$ cat src/design/format_string_int_hex_formatter_assert.svh
// assertion macros for the formatter
`ifndef FORMAT_STRING_INT_HEX_FORMATTER_ASSERT_SVH
`define FORMAT_STRING_INT_HEX_FORMATTER_ASSERT_SVH
`define FSH_ASSERT_IMPL(label, a, c) \
  label: assert property (@(posedge clk_i) disable iff (!rst_ni) (a) |-> (c)) \
    else $error("assertion failed");
`define FSH_ASSERT_NEXT(label, a, c) \
  label: assert property (@(posedge clk_i) disable iff (!rst_ni) (a) |=> (c)) \
    else $error("assertion failed");
`endif

$ cat src/design/fshf_pkg.sv
// types and constants for the formatter
package fshf_pkg;
  typedef struct packed {
    logic [7:0]  format_byte;
    logic signed [31:0] argument_value;
  } in_word_t;
  typedef struct packed {
    logic [7:0]  out_byte;
    logic        last_of_run;
    logic        end_of_string;
    logic [31:0] chars_written;
  } out_word_t;
  localparam logic [7:0] ChPct = 8'h25;
  localparam logic [7:0] ChDot = 8'h2e;
  localparam logic [7:0] ChD   = 8'h64;
  localparam logic [7:0] ChX   = 8'h78;
  localparam logic [7:0] ChSp  = 8'h20;
  localparam logic [7:0] ChMin = 8'h2d;
  localparam logic [7:0] ChZer = 8'h30;
  localparam logic [7:0] ChNine = 8'h39;
  function automatic logic [7:0] hex_char(input logic [3:0] d);
    hex_char = (d < 4'd10) ? (8'h30 + {4'd0, d}) : (8'h57 + {4'd0, d});
  endfunction
endpackage

$ cat src/design/fshf_digit_unit.sv
// shared divide-by-base unit, reciprocal multiply for ten and shift for sixteen
module fshf_digit_unit (
  input  logic        clk_i,
  input  logic        rst_ni,
  input  logic        start_i,
  input  logic [31:0] value_i,
  input  logic        hex_i,
  output logic        done_o,
  output logic [31:0] quot_o,
  output logic [3:0]  rem_o
);
  localparam logic [31:0] RecipTen = 32'hcccc_cccd;
  logic [31:0] val_q;
  logic        hex_q, done_q;
  logic [63:0] prod;
  logic [31:0] quot;
  logic [3:0]  q10;
  assign prod = {32'd0, val_q} * {32'd0, RecipTen};
  assign quot = hex_q ? {4'd0, val_q[31:4]} : {3'd0, prod[63:35]};
  // low four bits of quotient times ten
  assign q10 = {quot[0], 3'b000} + {quot[2:0], 1'b0};
  always_ff @(posedge clk_i or negedge rst_ni) begin
    if (!rst_ni) begin
      done_q <= 1'b0;
    end else begin
      done_q <= start_i;
    end
  end
  always_ff @(posedge clk_i) begin
    if (start_i) begin
      val_q <= value_i;
      hex_q <= hex_i;
    end
  end
  assign done_o = done_q;
  assign quot_o = quot;
  assign rem_o  = hex_q ? val_q[3:0] : (val_q[3:0] - q10);
endmodule

$ cat src/design/format_string_int_hex_formatter.sv
// format string formatter top level
// latency: plain byte result valid the cycle after the word is accepted
// conversion: each digit passes S_ONE and S_DIV on the shared divide unit, then a
// setup state, then one character per cycle while the output is taken
// throughput: one word at a time; not ready until all results are taken
// reset: asynchronous active low, clears parse state and the character count
module format_string_int_hex_formatter #(
  parameter int MAX_FIELD = 63
) (
  input  logic                clk_i,
  input  logic                rst_ni,
  input  logic                in_valid_i,
  output logic                in_ready_o,
  input  fshf_pkg::in_word_t  in_data_i,
  output logic                out_valid_o,
  input  logic                out_ready_i,
  output fshf_pkg::out_word_t out_data_o
);
  import fshf_pkg::*;
  localparam int FW = $clog2(MAX_FIELD + 1);
  localparam logic [2:0] S_IDLE = 3'd0, S_DIV = 3'd1, S_WAIT = 3'd2,
                         S_EMIT = 3'd3, S_ONE = 3'd4;
  logic [2:0] st_q, st_d;
  logic [1:0] mode_q, mode_d;
  logic [FW-1:0] fw_q, fw_d, pr_q, pr_d;
  logic pg_q, pg_d;
  logic [31:0] tot_q, tot_d;
  logic [3:0] digs_q [16];
  logic [4:0] nd_q, nd_d;
  logic neg_q, neg_d, hex_q, hex_d;
  logic [31:0] mag_q, mag_d;
  logic [8:0] spc_q, spc_d, zer_q, zer_d;
  logic ov_q, ov_d;
  out_word_t ow_q, ow_d;
  logic [7:0] one_q, one_d;
  logic one_end_q, one_end_d;
  logic dstart, ddone, wr_dig;
  logic [31:0] dquot;
  logic [3:0] drem;
  logic acc;
  logic [7:0] b;
  logic [11:0] accv;
  logic [FW-1:0] cur;
  logic [8:0] used;
  logic [8:0] pr9, fw9;

  fshf_digit_unit u_div (.clk_i, .rst_ni, .start_i(dstart), .value_i(mag_q),
    .hex_i(hex_q), .done_o(ddone), .quot_o(dquot), .rem_o(drem));

  assign in_ready_o = (st_q == S_IDLE) && !ov_q;
  assign acc = in_valid_i && in_ready_o;
  assign b = in_data_i.format_byte;
  assign cur = (mode_q == 2'd1) ? fw_q : pr_q;
  assign accv = {{(12-FW){1'b0}}, cur} * 12'd10 + {8'd0, b[3:0]};
  assign pr9 = 9'(pr_q);
  assign fw9 = 9'(fw_q);
  assign used = {8'd0, neg_q} + ((pr9 > 9'(nd_q)) ? pr9 : 9'(nd_q));
  assign out_valid_o = ov_q;
  assign out_data_o = ow_q;

  always_comb begin
    st_d = st_q; mode_d = mode_q; fw_d = fw_q; pr_d = pr_q; pg_d = pg_q; tot_d = tot_q;
    nd_d = nd_q; neg_d = neg_q; hex_d = hex_q; mag_d = mag_q; spc_d = spc_q; zer_d = zer_q;
    ov_d = ov_q; ow_d = ow_q; one_d = one_q; one_end_d = one_end_q;
    dstart = 1'b0; wr_dig = 1'b0;
    if (ov_q && out_ready_i) ov_d = 1'b0;
    case (st_q)
      S_IDLE: begin
        if (acc) begin
          if (b == 8'd0) begin
            ow_d = '{8'd0, 1'b1, 1'b1, tot_q}; ov_d = 1'b1;
            tot_d = '0; mode_d = '0; fw_d = '0; pr_d = '0; pg_d = 1'b0;
          end else if (mode_q == 2'd0) begin
            if (b == ChPct) begin
              mode_d = 2'd1; fw_d = '0; pr_d = '0; pg_d = 1'b0;
            end else begin
              tot_d = tot_q + 32'd1; ow_d = '{b, 1'b1, 1'b0, tot_q + 32'd1}; ov_d = 1'b1;
            end
          end else if (b inside {[ChZer:ChNine]}) begin
            if (mode_q == 2'd1) fw_d = (accv > 12'(MAX_FIELD)) ? FW'(MAX_FIELD) : accv[FW-1:0];
            else pr_d = (accv > 12'(MAX_FIELD)) ? FW'(MAX_FIELD) : accv[FW-1:0];
          end else if (b == ChDot && mode_q == 2'd1) begin
            mode_d = 2'd2; pg_d = 1'b1;
          end else if (b == ChD || b == ChX) begin
            hex_d = (b == ChX);
            neg_d = (b == ChD) && in_data_i.argument_value[31];
            mag_d = neg_d ? (32'd0 - in_data_i.argument_value) : in_data_i.argument_value;
            nd_d = '0; mode_d = '0;
            if (pg_q && pr_q == '0 && mag_d == '0) st_d = S_WAIT;
            else st_d = S_ONE;
          end else begin
            mode_d = '0; fw_d = '0; pr_d = '0; pg_d = 1'b0;
          end
        end
      end
      S_ONE: begin
        dstart = 1'b1; st_d = S_DIV;
      end
      S_DIV: begin
        if (ddone) begin
          wr_dig = 1'b1; nd_d = nd_q + 5'd1; mag_d = dquot;
          st_d = (dquot != '0 && nd_q != 5'd15) ? S_ONE : S_WAIT;
        end
      end
      S_WAIT: begin
        spc_d = (fw9 > used) ? fw9 - used : 9'd0;
        zer_d = (pr9 > 9'(nd_q)) ? pr9 - 9'(nd_q) : 9'd0;
        st_d = S_EMIT;
      end
      S_EMIT: begin
        if (!ov_q || out_ready_i) begin
          if (spc_q != '0) begin
            one_d = ChSp; spc_d = spc_q - 9'd1;
          end else if (neg_q) begin
            one_d = ChMin; neg_d = 1'b0;
          end else if (zer_q != '0) begin
            one_d = ChZer; zer_d = zer_q - 9'd1;
          end else if (nd_q != '0) begin
            one_d = hex_char(digs_q[nd_q[3:0] - 4'd1]); nd_d = nd_q - 5'd1;
          end
          one_end_d = (spc_d == '0) && !neg_d && (zer_d == '0) && (nd_d == '0);
          if (spc_q != '0 || neg_q || zer_q != '0 || nd_q != '0) begin
            tot_d = tot_q + 32'd1; ow_d = '{one_d, one_end_d, 1'b0, tot_q + 32'd1};
            ov_d = 1'b1;
          end
          if (one_end_d) begin
            st_d = S_IDLE; fw_d = '0; pr_d = '0; pg_d = 1'b0;
          end
        end
      end
      default: st_d = S_IDLE;
    endcase
  end

  always_ff @(posedge clk_i or negedge rst_ni) begin
    if (!rst_ni) begin
      st_q <= S_IDLE; mode_q <= '0; fw_q <= '0; pr_q <= '0; pg_q <= 1'b0;
      tot_q <= '0; ov_q <= 1'b0; nd_q <= '0; neg_q <= 1'b0;
    end else begin
      st_q <= st_d; mode_q <= mode_d; fw_q <= fw_d; pr_q <= pr_d; pg_q <= pg_d;
      tot_q <= tot_d; ov_q <= ov_d; nd_q <= nd_d; neg_q <= neg_d;
    end
  end
  always_ff @(posedge clk_i) begin
    hex_q <= hex_d; mag_q <= mag_d; spc_q <= spc_d; zer_q <= zer_d; ow_q <= ow_d;
    one_q <= one_d; one_end_q <= one_end_d;
    if (wr_dig) digs_q[nd_q[3:0]] <= drem;
  end

`include "format_string_int_hex_formatter_assert.svh"
  `FSH_ASSERT_IMPL(a_no_acc_busy, st_q != S_IDLE, !in_ready_o)
  `FSH_ASSERT_NEXT(a_eos_clears, acc && b == 8'd0, tot_q == '0 && mode_q == '0)
  `FSH_ASSERT_IMPL(a_nd_bound, 1'b1, nd_q <= 5'd16)
endmodule
$ cat config.mk
export PLATFORM = sky130hd
export DESIGN_NAME = format_string_int_hex_formatter
export DESIGN_NICKNAME = d
export VERILOG_FILES = /design/src/design/fshf_pkg.sv /design/src/design/fshf_digit_unit.sv /design/src/design/format_string_int_hex_formatter.sv
export VERILOG_INCLUDE_DIRS = /design/src /design/src/design
export SDC_FILE = /design/constraint.sdc
export NUM_CORES = 2
export LEC_CHECK = 0
export ABC_CLOCK_PERIOD_IN_PS = 9500
export BUFFER_PORTS_ARGS = -buffer_cell sky130_fd_sc_hd__buf_2
export CAP_MARGIN = 20
export CORE_MARGIN = 2
export CORE_UTILIZATION = 45
export DETAILED_ROUTE_END_ITERATION = 10
export PLACE_DENSITY_LB_ADDON = 0.1
export SYNTH_ARGS = -nofsm -noshare
export SYNTH_HDL_FRONTEND = slang
export SYNTH_SLANG_ARGS = --single-unit
$ cat constraint.sdc
create_clock -name clk_i -period 9.5 [get_ports clk_i]
set_input_delay 1.425 -clock clk_i [delete_from_list [all_inputs] [get_ports clk_i]]
set_output_delay 1.425 -clock clk_i [all_outputs]
set_load 0.02 [all_outputs]
; Word-level counts from Yosys, hierarchy flattened
; Memories as Yosys holds them, arrays and structs flattened.
; Index checks and enable logic that the tools add are counted.
[classes]
add_sub_neg = 15
n_mul = 2
n_lt_le_gt_ge = 6
eq_ne = 31
n_mux = 130
bitwise_logic = 4
reduce_logical = 47
[op_table]
columns = cell, n
row1 = $mux W32, 14
row2 = $mux W42, 6
row3 = $pmux W32 S2, 2
row4 = $mux W6, 18
row5 = $mux W9, 12
row6 = $pmux W42 S2, 1
row7 = $mux W5, 14
row8 = $mul A32 B32 Y64 const B, 1
row9 = $mux W8, 5
row10 = $pmux W9 S2, 2
row11 = $mux W3, 11
row12 = $add A32 B1 Y32 const B, 1
row13 = $logic_not A32 Y1, 1
row14 = $reduce_and A8 Y1, 4
row15 = $reduce_bool A32 Y1, 1
row16 = $sub A1 B32 Y32 const A, 1
row17 = $mux W1, 31
row18 = $mux W29, 1
row19 = $pmux W6 S2, 2
row20 = $ne A5 B5 Y1 const B, 4
row21 = $logic_not A9 Y1, 2
row22 = $reduce_and A9 Y1, 2
row23 = $reduce_bool A9 Y1, 2
row24 = $sub A9 B1 Y9 const B, 2
row25 = other kinds (53), 95
[word_totals]
reg_bits = 192
ramBits = 64
elab_cells = 257
mem_count = 1
[mem_list]
columns = name, words, width, rd, rd_ports_with_merged_regs, write_ports, line
row1 = digs_q, 16, 4, 1, 0, 1, format_string_int_hex_formatter.sv:28  ; logic [3:0] digs_q [16];

; Logic depth before layout (Yosys ltp)
[logic_depth]
ltp_word = 13
ltp_mapped = 28
depth_no_buf = 28

; Hierarchy
; A second synthesis with hierarchy kept.
[hier_totals]
cells_unflattened = 3117
hier_area_um2 = 31549.0
[by_module_without_submodules]
columns = mod, instances, cells_each, area_per_inst_um2
row1 = fshf_digit_unit, 1, 1831, 18428.9
row2 = format_string_int_hex_formatter, 1, 1286, 13120.1

; Least setup slack after synthesis
; OpenSTA, ideal clock, no wires.
[synth_timing]
kind = reg-to-reg
startpoint = reg u_div.val_q[17]
endpoint = mem digs_q[0][3], data pin
setup_ns = 0.297
t_arrival_ns = 7.542
required_time_ns = 9.203
path_slack_ns = 1.661
path_stages_with_launch = 28
period_less_slack_ns = 7.839
cell_sequence = edfxtp_1 > ha_1 > inv_1 > fa_1 > inv_1 > fa_1 > inv_1 > fa_1 > inv_1 > fa_1 > fa_1 > fa_1 > inv_1 > fa_1 > inv_1 > ha_1 > nand4_2 > nor3_1 > nand4_1 > a211oi_1 > mux2_2 > o221a_2 > ha_1 > a21oi_1 > xnor2_1 > and2_1 > o21ai_0 > xnor2_1
[synth_between]
elab_chain_len = 5
[synth_lines]
columns = item, line
row1 = from (decl), fshf_digit_unit.sv:13  ; logic [31:0] val_q;
row2 = from (signal assigned), fshf_digit_unit.sv:31  ; val_q <= value_i;
row3 = $mul A32 B32 Y64, fshf_digit_unit.sv:18  ; assign prod = {32'd0, val_q} * {32'd0, RecipTen};
row4 = $mux W29, fshf_digit_unit.sv:19  ; assign quot = hex_q ? {4'd0, val_q[31:4]} : {3'd0, prod[63:35]};
row5 = $add A4 B4 Y4, fshf_digit_unit.sv:21  ; assign q10 = {quot[0], 3'b000} + {quot[2:0], 1'b0};
row6 = $sub A4 B4 Y4, fshf_digit_unit.sv:37  ; assign rem_o = hex_q ? val_q[3:0] : (val_q[3:0] - q10);
row7 = $mux W4, fshf_digit_unit.sv:37
row8 = via drem[3], format_string_int_hex_formatter.sv:39  ; logic [3:0] drem;
row9 = to (decl), format_string_int_hex_formatter.sv:28
; The timed path passes the listed nets, and every way through them passes these cells.

; Final worst setup path
[layout_timing]
startpoint = reg u_div.val_q[6]
endpoint = reg st_q[1]
[layout_between]
elab_chain_len = 7
[layout_lines]
columns = item, line
row1 = $mul A32 B32 Y64, fshf_digit_unit.sv:18
row2 = $mux W29 (*), fshf_digit_unit.sv:19
row3 = $reduce_bool A32 Y1 (*), format_string_int_hex_formatter.sv:102  ; st_d = (dquot != '0 && nd_q != 5'd15) ? S_ONE : S_WAIT;
row4 = $logic_and A1 B1 Y1 (*), format_string_int_hex_formatter.sv:102
row5 = $mux W3 (*), format_string_int_hex_formatter.sv:102
row6 = $mux W3 (*), format_string_int_hex_formatter.sv:100  ; if (ddone) begin
row7 = $pmux W3 S5 (*), format_string_int_hex_formatter.sv:67  ; case (st_q)
row8 = to (signal assigned), format_string_int_hex_formatter.sv:140  ; st_q <= st_d; mode_q <= mode_d; fw_q <= fw_d; pr_q <= pr_d; pg_q <= pg_d;
row9 = to (decl), format_string_int_hex_formatter.sv:23  ; logic [2:0] st_q, st_d;
; Mark *: on every way between the ends. The rest lies on a longest branch, timed or not. The select of a mux whose other input is x is not followed.
; A chain may end at the register's enable or synchronous reset.

==> reports/results.md <==
| Group | Quantity | Reported |
|:---|:---|:---|
| status | Outcome | completed |
| clock network | Reg clk slew, reported paths | 0.06 ns |
| layout | Net count reported at finish | 4,165 |
| yosys | Top post-synthesis cells by area | sky130_fd_sc_hd__fa_1 24%, sky130_fd_sc_hd__edfxtp_1 18%, sky130_fd_sc_hd__ha_1 15% |
| clock network | H-tree levels | 1 |
| grt | Initial antenna violation count | 6 |
| yosys | Primary FF master, synth | sky130_fd_sc_hd__edfxtp_1 |
| yosys | Share of the yosys chip area belonging to registers | 0.230 |
| yosys | Number of warnings issued by yosys | 0 |
| floorplanning | Cell row count | 98 |
| worst hold path | Path type of the worst min-delay path | flop to flop |
| worst setup path | Most frequent CP cell | sky130_fd_sc_hd__fa_1 |
| worst setup path | Worst reg2reg endpoint | st_q[1]$_DFFE_PN0P_ |
| worst setup path | Type of the worst setup path | flop to flop |
| worst setup path | Critical path cell sequence | ha_2 -> xor2_1 -> ha_1 -> inv_1 -> fa_1 -> fa_1 -> fa_1 -> fa_1 -> inv_1 -> fa_1 -> ha_1 -> ha_1 -> nand2_1 -> nor4_4 -> nand3_1 -> nor3_2 -> or3_1 -> a21oi_1 -> or4_4 -> a2111oi_2 -> nand4_1 -> nor4_2 -> o21a_1 |
| clock network | Clock tree from TritonCTS | built |
| worst setup path | Worst EP arrival | 9.77 ns |
| routing | Total wirelength of the detailed-routed design | 110,000 µm |
| layout | Footprint of the multi-input gates | 22,200 µm² |
| floorplanning | Width of the die | 272 µm |
| layout | Area delta synth->final | 8.53% |
| pwr | Leakage power of the design | 15.7 nW |
| routing | Vias | 25,000 |
| sta | Worst Clk Skew | 0.0260 ns |
| clock network | Total number of clock tree sinks | 256 |
| sta | Max transition margin | 0.288 |
| routing | Post-route DRC violation count | 0 |
| grt | Grt ovf | 0 |
| sta | Clock period minus worst slack | 9.24 ns |
| yosys | Share of synthesized registers carrying an async set or reset | 0.227 |
| layout | FF/Latch Area | 7400 µm² |
| yosys | Number of synthesized flops with an enable pin | 198 |
| sta | Maximum clock rate | 0.108 GHz |
| worst setup path | Reg-to-reg startpoint | u_div.val_q[6]$_DFFE_PP_ |
| grt | GRT Total Usage | 0.303 |
| yosys | Avg Synthesized Cell Area | 9.87 µm² |
| yosys | Commonest cells post-synth | 597 x sky130_fd_sc_hd__inv_1, 394 x sky130_fd_sc_hd__fa_1, 388 x sky130_fd_sc_hd__ha_1, 247 x sky130_fd_sc_hd__nand2_1, 198 x sky130_fd_sc_hd__edfxtp_1 |
| placed design | Number of instances in the placed design | 4,254 |
| worst hold path | Worst Hold Endpoint | u_div.val_q[31]$_DFFE_PP_ |
| yosys | Count of distinct cell types in the synthesized netlist | 86 |
| routing | Number of search-and-repair iterations in the first detailed-routing pass | 5 |
| clock network | Hold bufs inserted after CTS | 0 |
| sta | Number of setup violations in the final report | 0 |
| sta | Max Slew Vio Count | 0 |
| worst setup path | Crit path buf inv count | 2 |
| sta | Final critical-path setup slack | 0.263 ns |
| worst setup path | Critical path peak fanout | 8 |
| routing | Detail-routed via count per cell | 5.80 |
| pwr | Maximum VDD drop | 0.000110 V |
| floorplanning | Chip height | 272 µm |
| sta | Total negative slack for setup checks | 0 ns |
| layout | Proportion of layout cells with a drive suffix above 1 | 0.0847 |
| worst setup path | Register-to-Register Path Depth | 23 |
| worst setup path | Data required time of the worst path | 10.03 ns |
| sta | Final Hold Viols | 0 |
| grt | Vias in the first global route | 25,900 |
| run | MaxCap Viol Count | 0 |
| worst hold path | Hold path start | mag_q[31]$_SDFFCE_PP0P_ |
| sta | Setup repair after global routing missed its margin | no |
| worst setup path | Top Family by Delay on Critical Path | adder cells |
| worst setup path | Highest cell delay on the worst timing path | 0.67 ns |
| layout | Filler cell count | 6,639 |
| placed design | HPWL after DPL | 93,100 µm |
| clock network | Clock latency reported for the late side of the worst-skew pair | 0.61 ns |
| clock network | Buffer type at the clock tree root | sky130_fd_sc_hd__clkbuf_16 |
| sta | Slew of the pin with the lowest slew margin | 1.06 ns |
| floorplanning | Area of the placeable core | 71,200 µm² |
| yosys | Largest area contributor in the synthesized netlist | sky130_fd_sc_hd__fa_1 |
| yosys | Yosys top cell area share | 0.245 |
| routing | Wirelength per Cell | 25.5 µm |
| placed design | Worst-case setup slack after placement | -0.175 ns |
| pwr | Total power density per cell area | 123 nW/µm² |
| yosys | Count leader, synth | sky130_fd_sc_hd__inv_1 |
| worst setup path | Cell type of the slowest stage on the worst timing path | sky130_fd_sc_hd__edfxtp_1 |
| floorplanning | Initial core utilization | 0.452 |
| grt | First-pass GRT wire length | 167,000 µm |
| placed design | I/O Buffers | 87 |
| placed design | Weighted congestion at the end of routability-driven global placement | 1.01 |
| clock network | Clock buffers created by TritonCTS | 30 |
| sta | Share of the clock period used by the worst path | 0.972 |
| worst setup path | Critical Path Sink Type | flop |
| yosys | Synth Net Count | 4,091 |
| clock network | Largest buffer count on any clock path | 3 |
| routing | Violation count after the first detailed-route iteration | 2,248 |
| worst setup path | Kind of start point of the critical path | flop |
| worst setup path | Flop2flop setup slack | 0.26 ns |
| layout | Final std cells w/o fill | 4,315 |
| floorplanning | DIE AREA | 73,800 µm² |
| yosys | Post-Syn Instances | 3,265 |
| routing | Post-DRT Antenna Nets | 0 |
| worst hold path | Worst hold stages | 0 |
| floorplanning | Total I/O pin count | 88 |
| grt | Maximum number of pins on one net before global-route repair | 60 |
| yosys | Flop and latch count out of synthesis | 256 |
| yosys | Post-synth design cell area | 32,200 µm² |
-- worst register-to-register path, stage by stage, from the launching register on --
cell	delay, ns
sky130_fd_sc_hd__edfxtp_1	0.67
sky130_fd_sc_hd__ha_2	0.61
sky130_fd_sc_hd__xor2_1	0.50
sky130_fd_sc_hd__ha_1	0.34
sky130_fd_sc_hd__inv_1	0.14
sky130_fd_sc_hd__fa_1	0.50
sky130_fd_sc_hd__fa_1	0.55
sky130_fd_sc_hd__fa_1	0.56
sky130_fd_sc_hd__fa_1	0.56
sky130_fd_sc_hd__inv_1	0.06
sky130_fd_sc_hd__fa_1	0.49
sky130_fd_sc_hd__ha_1	0.32
sky130_fd_sc_hd__ha_1	0.49
sky130_fd_sc_hd__nand2_1	0.21
sky130_fd_sc_hd__nor4_4	0.46
sky130_fd_sc_hd__nand3_1	0.18
sky130_fd_sc_hd__nor3_2	0.36
sky130_fd_sc_hd__or3_1	0.22
sky130_fd_sc_hd__a21oi_1	0.16
sky130_fd_sc_hd__or4_4	0.60
sky130_fd_sc_hd__a2111oi_2	0.41
sky130_fd_sc_hd__nand4_1	0.17
sky130_fd_sc_hd__nor4_2	0.43
sky130_fd_sc_hd__o21a_1	0.19
-- registers in the layout, indices dropped and copies added (netlist names), 3 cells and up --
register	flops
digs_q	64
fw_q	6
mag_q	32
nd_q	5
one_q	8
out_data_o	42
pr_q	6
spc_q	9
st_q	3
tot_q	32
u_div.val_q	32
zer_q	9
-- cell usage in the layout (no fill, tap or decap), types with 7 or more instances in the layout --
cell	synthesis	routed
sky130_fd_sc_hd__nand4_1	38	38
sky130_fd_sc_hd__xnor2_1	76	75
sky130_fd_sc_hd__o21bai_1	7	7
sky130_fd_sc_hd__or2_2	8	8
sky130_fd_sc_hd__buf_4	0	58
sky130_fd_sc_hd__or4_1	8	8
sky130_fd_sc_hd__and3_1	20	20
sky130_fd_sc_hd__nand3_1	50	50
sky130_fd_sc_hd__nand2_1	247	247
sky130_fd_sc_hd__mux2_2	29	29
sky130_fd_sc_hd__mux4_2	20	20
sky130_fd_sc_hd__o21a_1	11	11
sky130_fd_sc_hd__o22ai_1	18	18
sky130_fd_sc_hd__nor2b_1	20	20
sky130_fd_sc_hd__or3_1	23	23
sky130_fd_sc_hd__edfxtp_1	198	198
sky130_fd_sc_hd__inv_1	597	596
sky130_fd_sc_hd__and4_1	8	8
sky130_fd_sc_hd__mux2i_1	14	14
sky130_fd_sc_hd__o31ai_1	31	31
sky130_fd_sc_hd__clkbuf_16	0	30
sky130_fd_sc_hd__nor3b_1	11	10
sky130_fd_sc_hd__and2_1	18	18
sky130_fd_sc_hd__xor2_1	71	70
sky130_fd_sc_hd__ha_1	388	387
sky130_fd_sc_hd__o21ai_0	156	155
sky130_fd_sc_hd__nor3_1	65	63
sky130_fd_sc_hd__nor2_1	162	162
sky130_fd_sc_hd__nand2b_1	17	17
sky130_fd_sc_hd__o211ai_1	20	20
sky130_fd_sc_hd__a21oi_1	159	159
sky130_fd_sc_hd__dfrtp_1	58	58
sky130_fd_sc_hd__buf_2	5	87
sky130_fd_sc_hd__a31oi_1	33	33
sky130_fd_sc_hd__a21o_1	26	26
sky130_fd_sc_hd__fa_1	394	394
sky130_fd_sc_hd__nor4_1	22	21
sky130_fd_sc_hd__a211oi_1	16	16
-- logic make-up after synthesis --
family | Yosys count | synth area share
simple gates | 749 | 0.115
xor+xnor | 147 | 0.0400
fa+ha+maj | 782 | 0.395
buf+inv | 702 | 0.0820
compound gates | 566 | 0.110
flops | 256 | 0.230
mux | 63 | 0.0285
-- through the flow --
stage	utilization	cell area (µm²)	hold slack, ns	total power [W]
2_1_floorplan	-	32200	0.400	0.00254
3_3_place_gp	0.476	33900	0.401	0.00308
3_5_place_dp	0.476	33900	0.408	0.00310
4_1_cts	0.490	34900	0.423	0.00431
5_1_grt	0.491	35000	0.427	0.00455
6_report	0.491	35000	0.421	0.00430
-- report_power, final --
part           internal [W]  switching (W)
clock network      0.000679       0.000513
registers           0.00132      0.0000544
logic              0.000612        0.00113
total               0.00261        0.00169
-- layout make-up --
class / count / area share
Clock inverter: 16 / 0.00490
Inverter: 598 / 0.0642
Antenna cell: 2 / 0.000143
Multi-Input combinational cell: 2307 / 0.636
Timing Repair Buffer: 146 / 0.0255
Sequential cell: 256 / 0.212
Tap cell: 950 / 0.0340
Clock buffer: 40 / 0.0240
-- timing repair --
item                       CTS  global route
pin swaps                    0             1
hold endpoints to repair     0             0
setup buffers                0             1
resized for setup            2             3
setup endpoints to repair    2            18
-- layer usage --
| layer | part of all wire | global-route usage | up-vias |
|---|---|---|---|
| met1 | 0.45 | 0.439 | 12800 |
| met2 | 0.45 | 0.470 | 885 |
| li1 | - | - | 11200 |
| met3 | 0.073 | 0.0533 | 147 |
| met4 | 0.028 | 0.0745 | 2 |
| met5 | 0.00012 | 0 | - |
-- worst max-delay path by stage --
stage | from | to | slack (ns) | cells past startpoint
after detailed placement | u_div.val_q[6]$_DFFE_PP_ | st_q[1]$_DFFE_PN0P_ | -0.17 | 23
final | u_div.val_q[6]$_DFFE_PP_ | st_q[1]$_DFFE_PN0P_ | 0.26 | 23
after global routing | u_div.val_q[7]$_DFFE_PP_ | st_q[1]$_DFFE_PN0P_ | 0.01 | 24
after global placement | u_div.val_q[6]$_DFFE_PP_ | st_q[1]$_DFFE_PN0P_ | -0.25 | 23
after floorplan | u_div.val_q[17]$_DFFE_PP_ | digs_q[0][3]$_DFFE_PP_ | 1.66 | 27
after CTS | u_div.val_q[4]$_DFFE_PP_ | digs_q[4][3]$_DFFE_PP_ | 0.17 | 25
No activity file was read; power rests on OpenSTA's default activity.
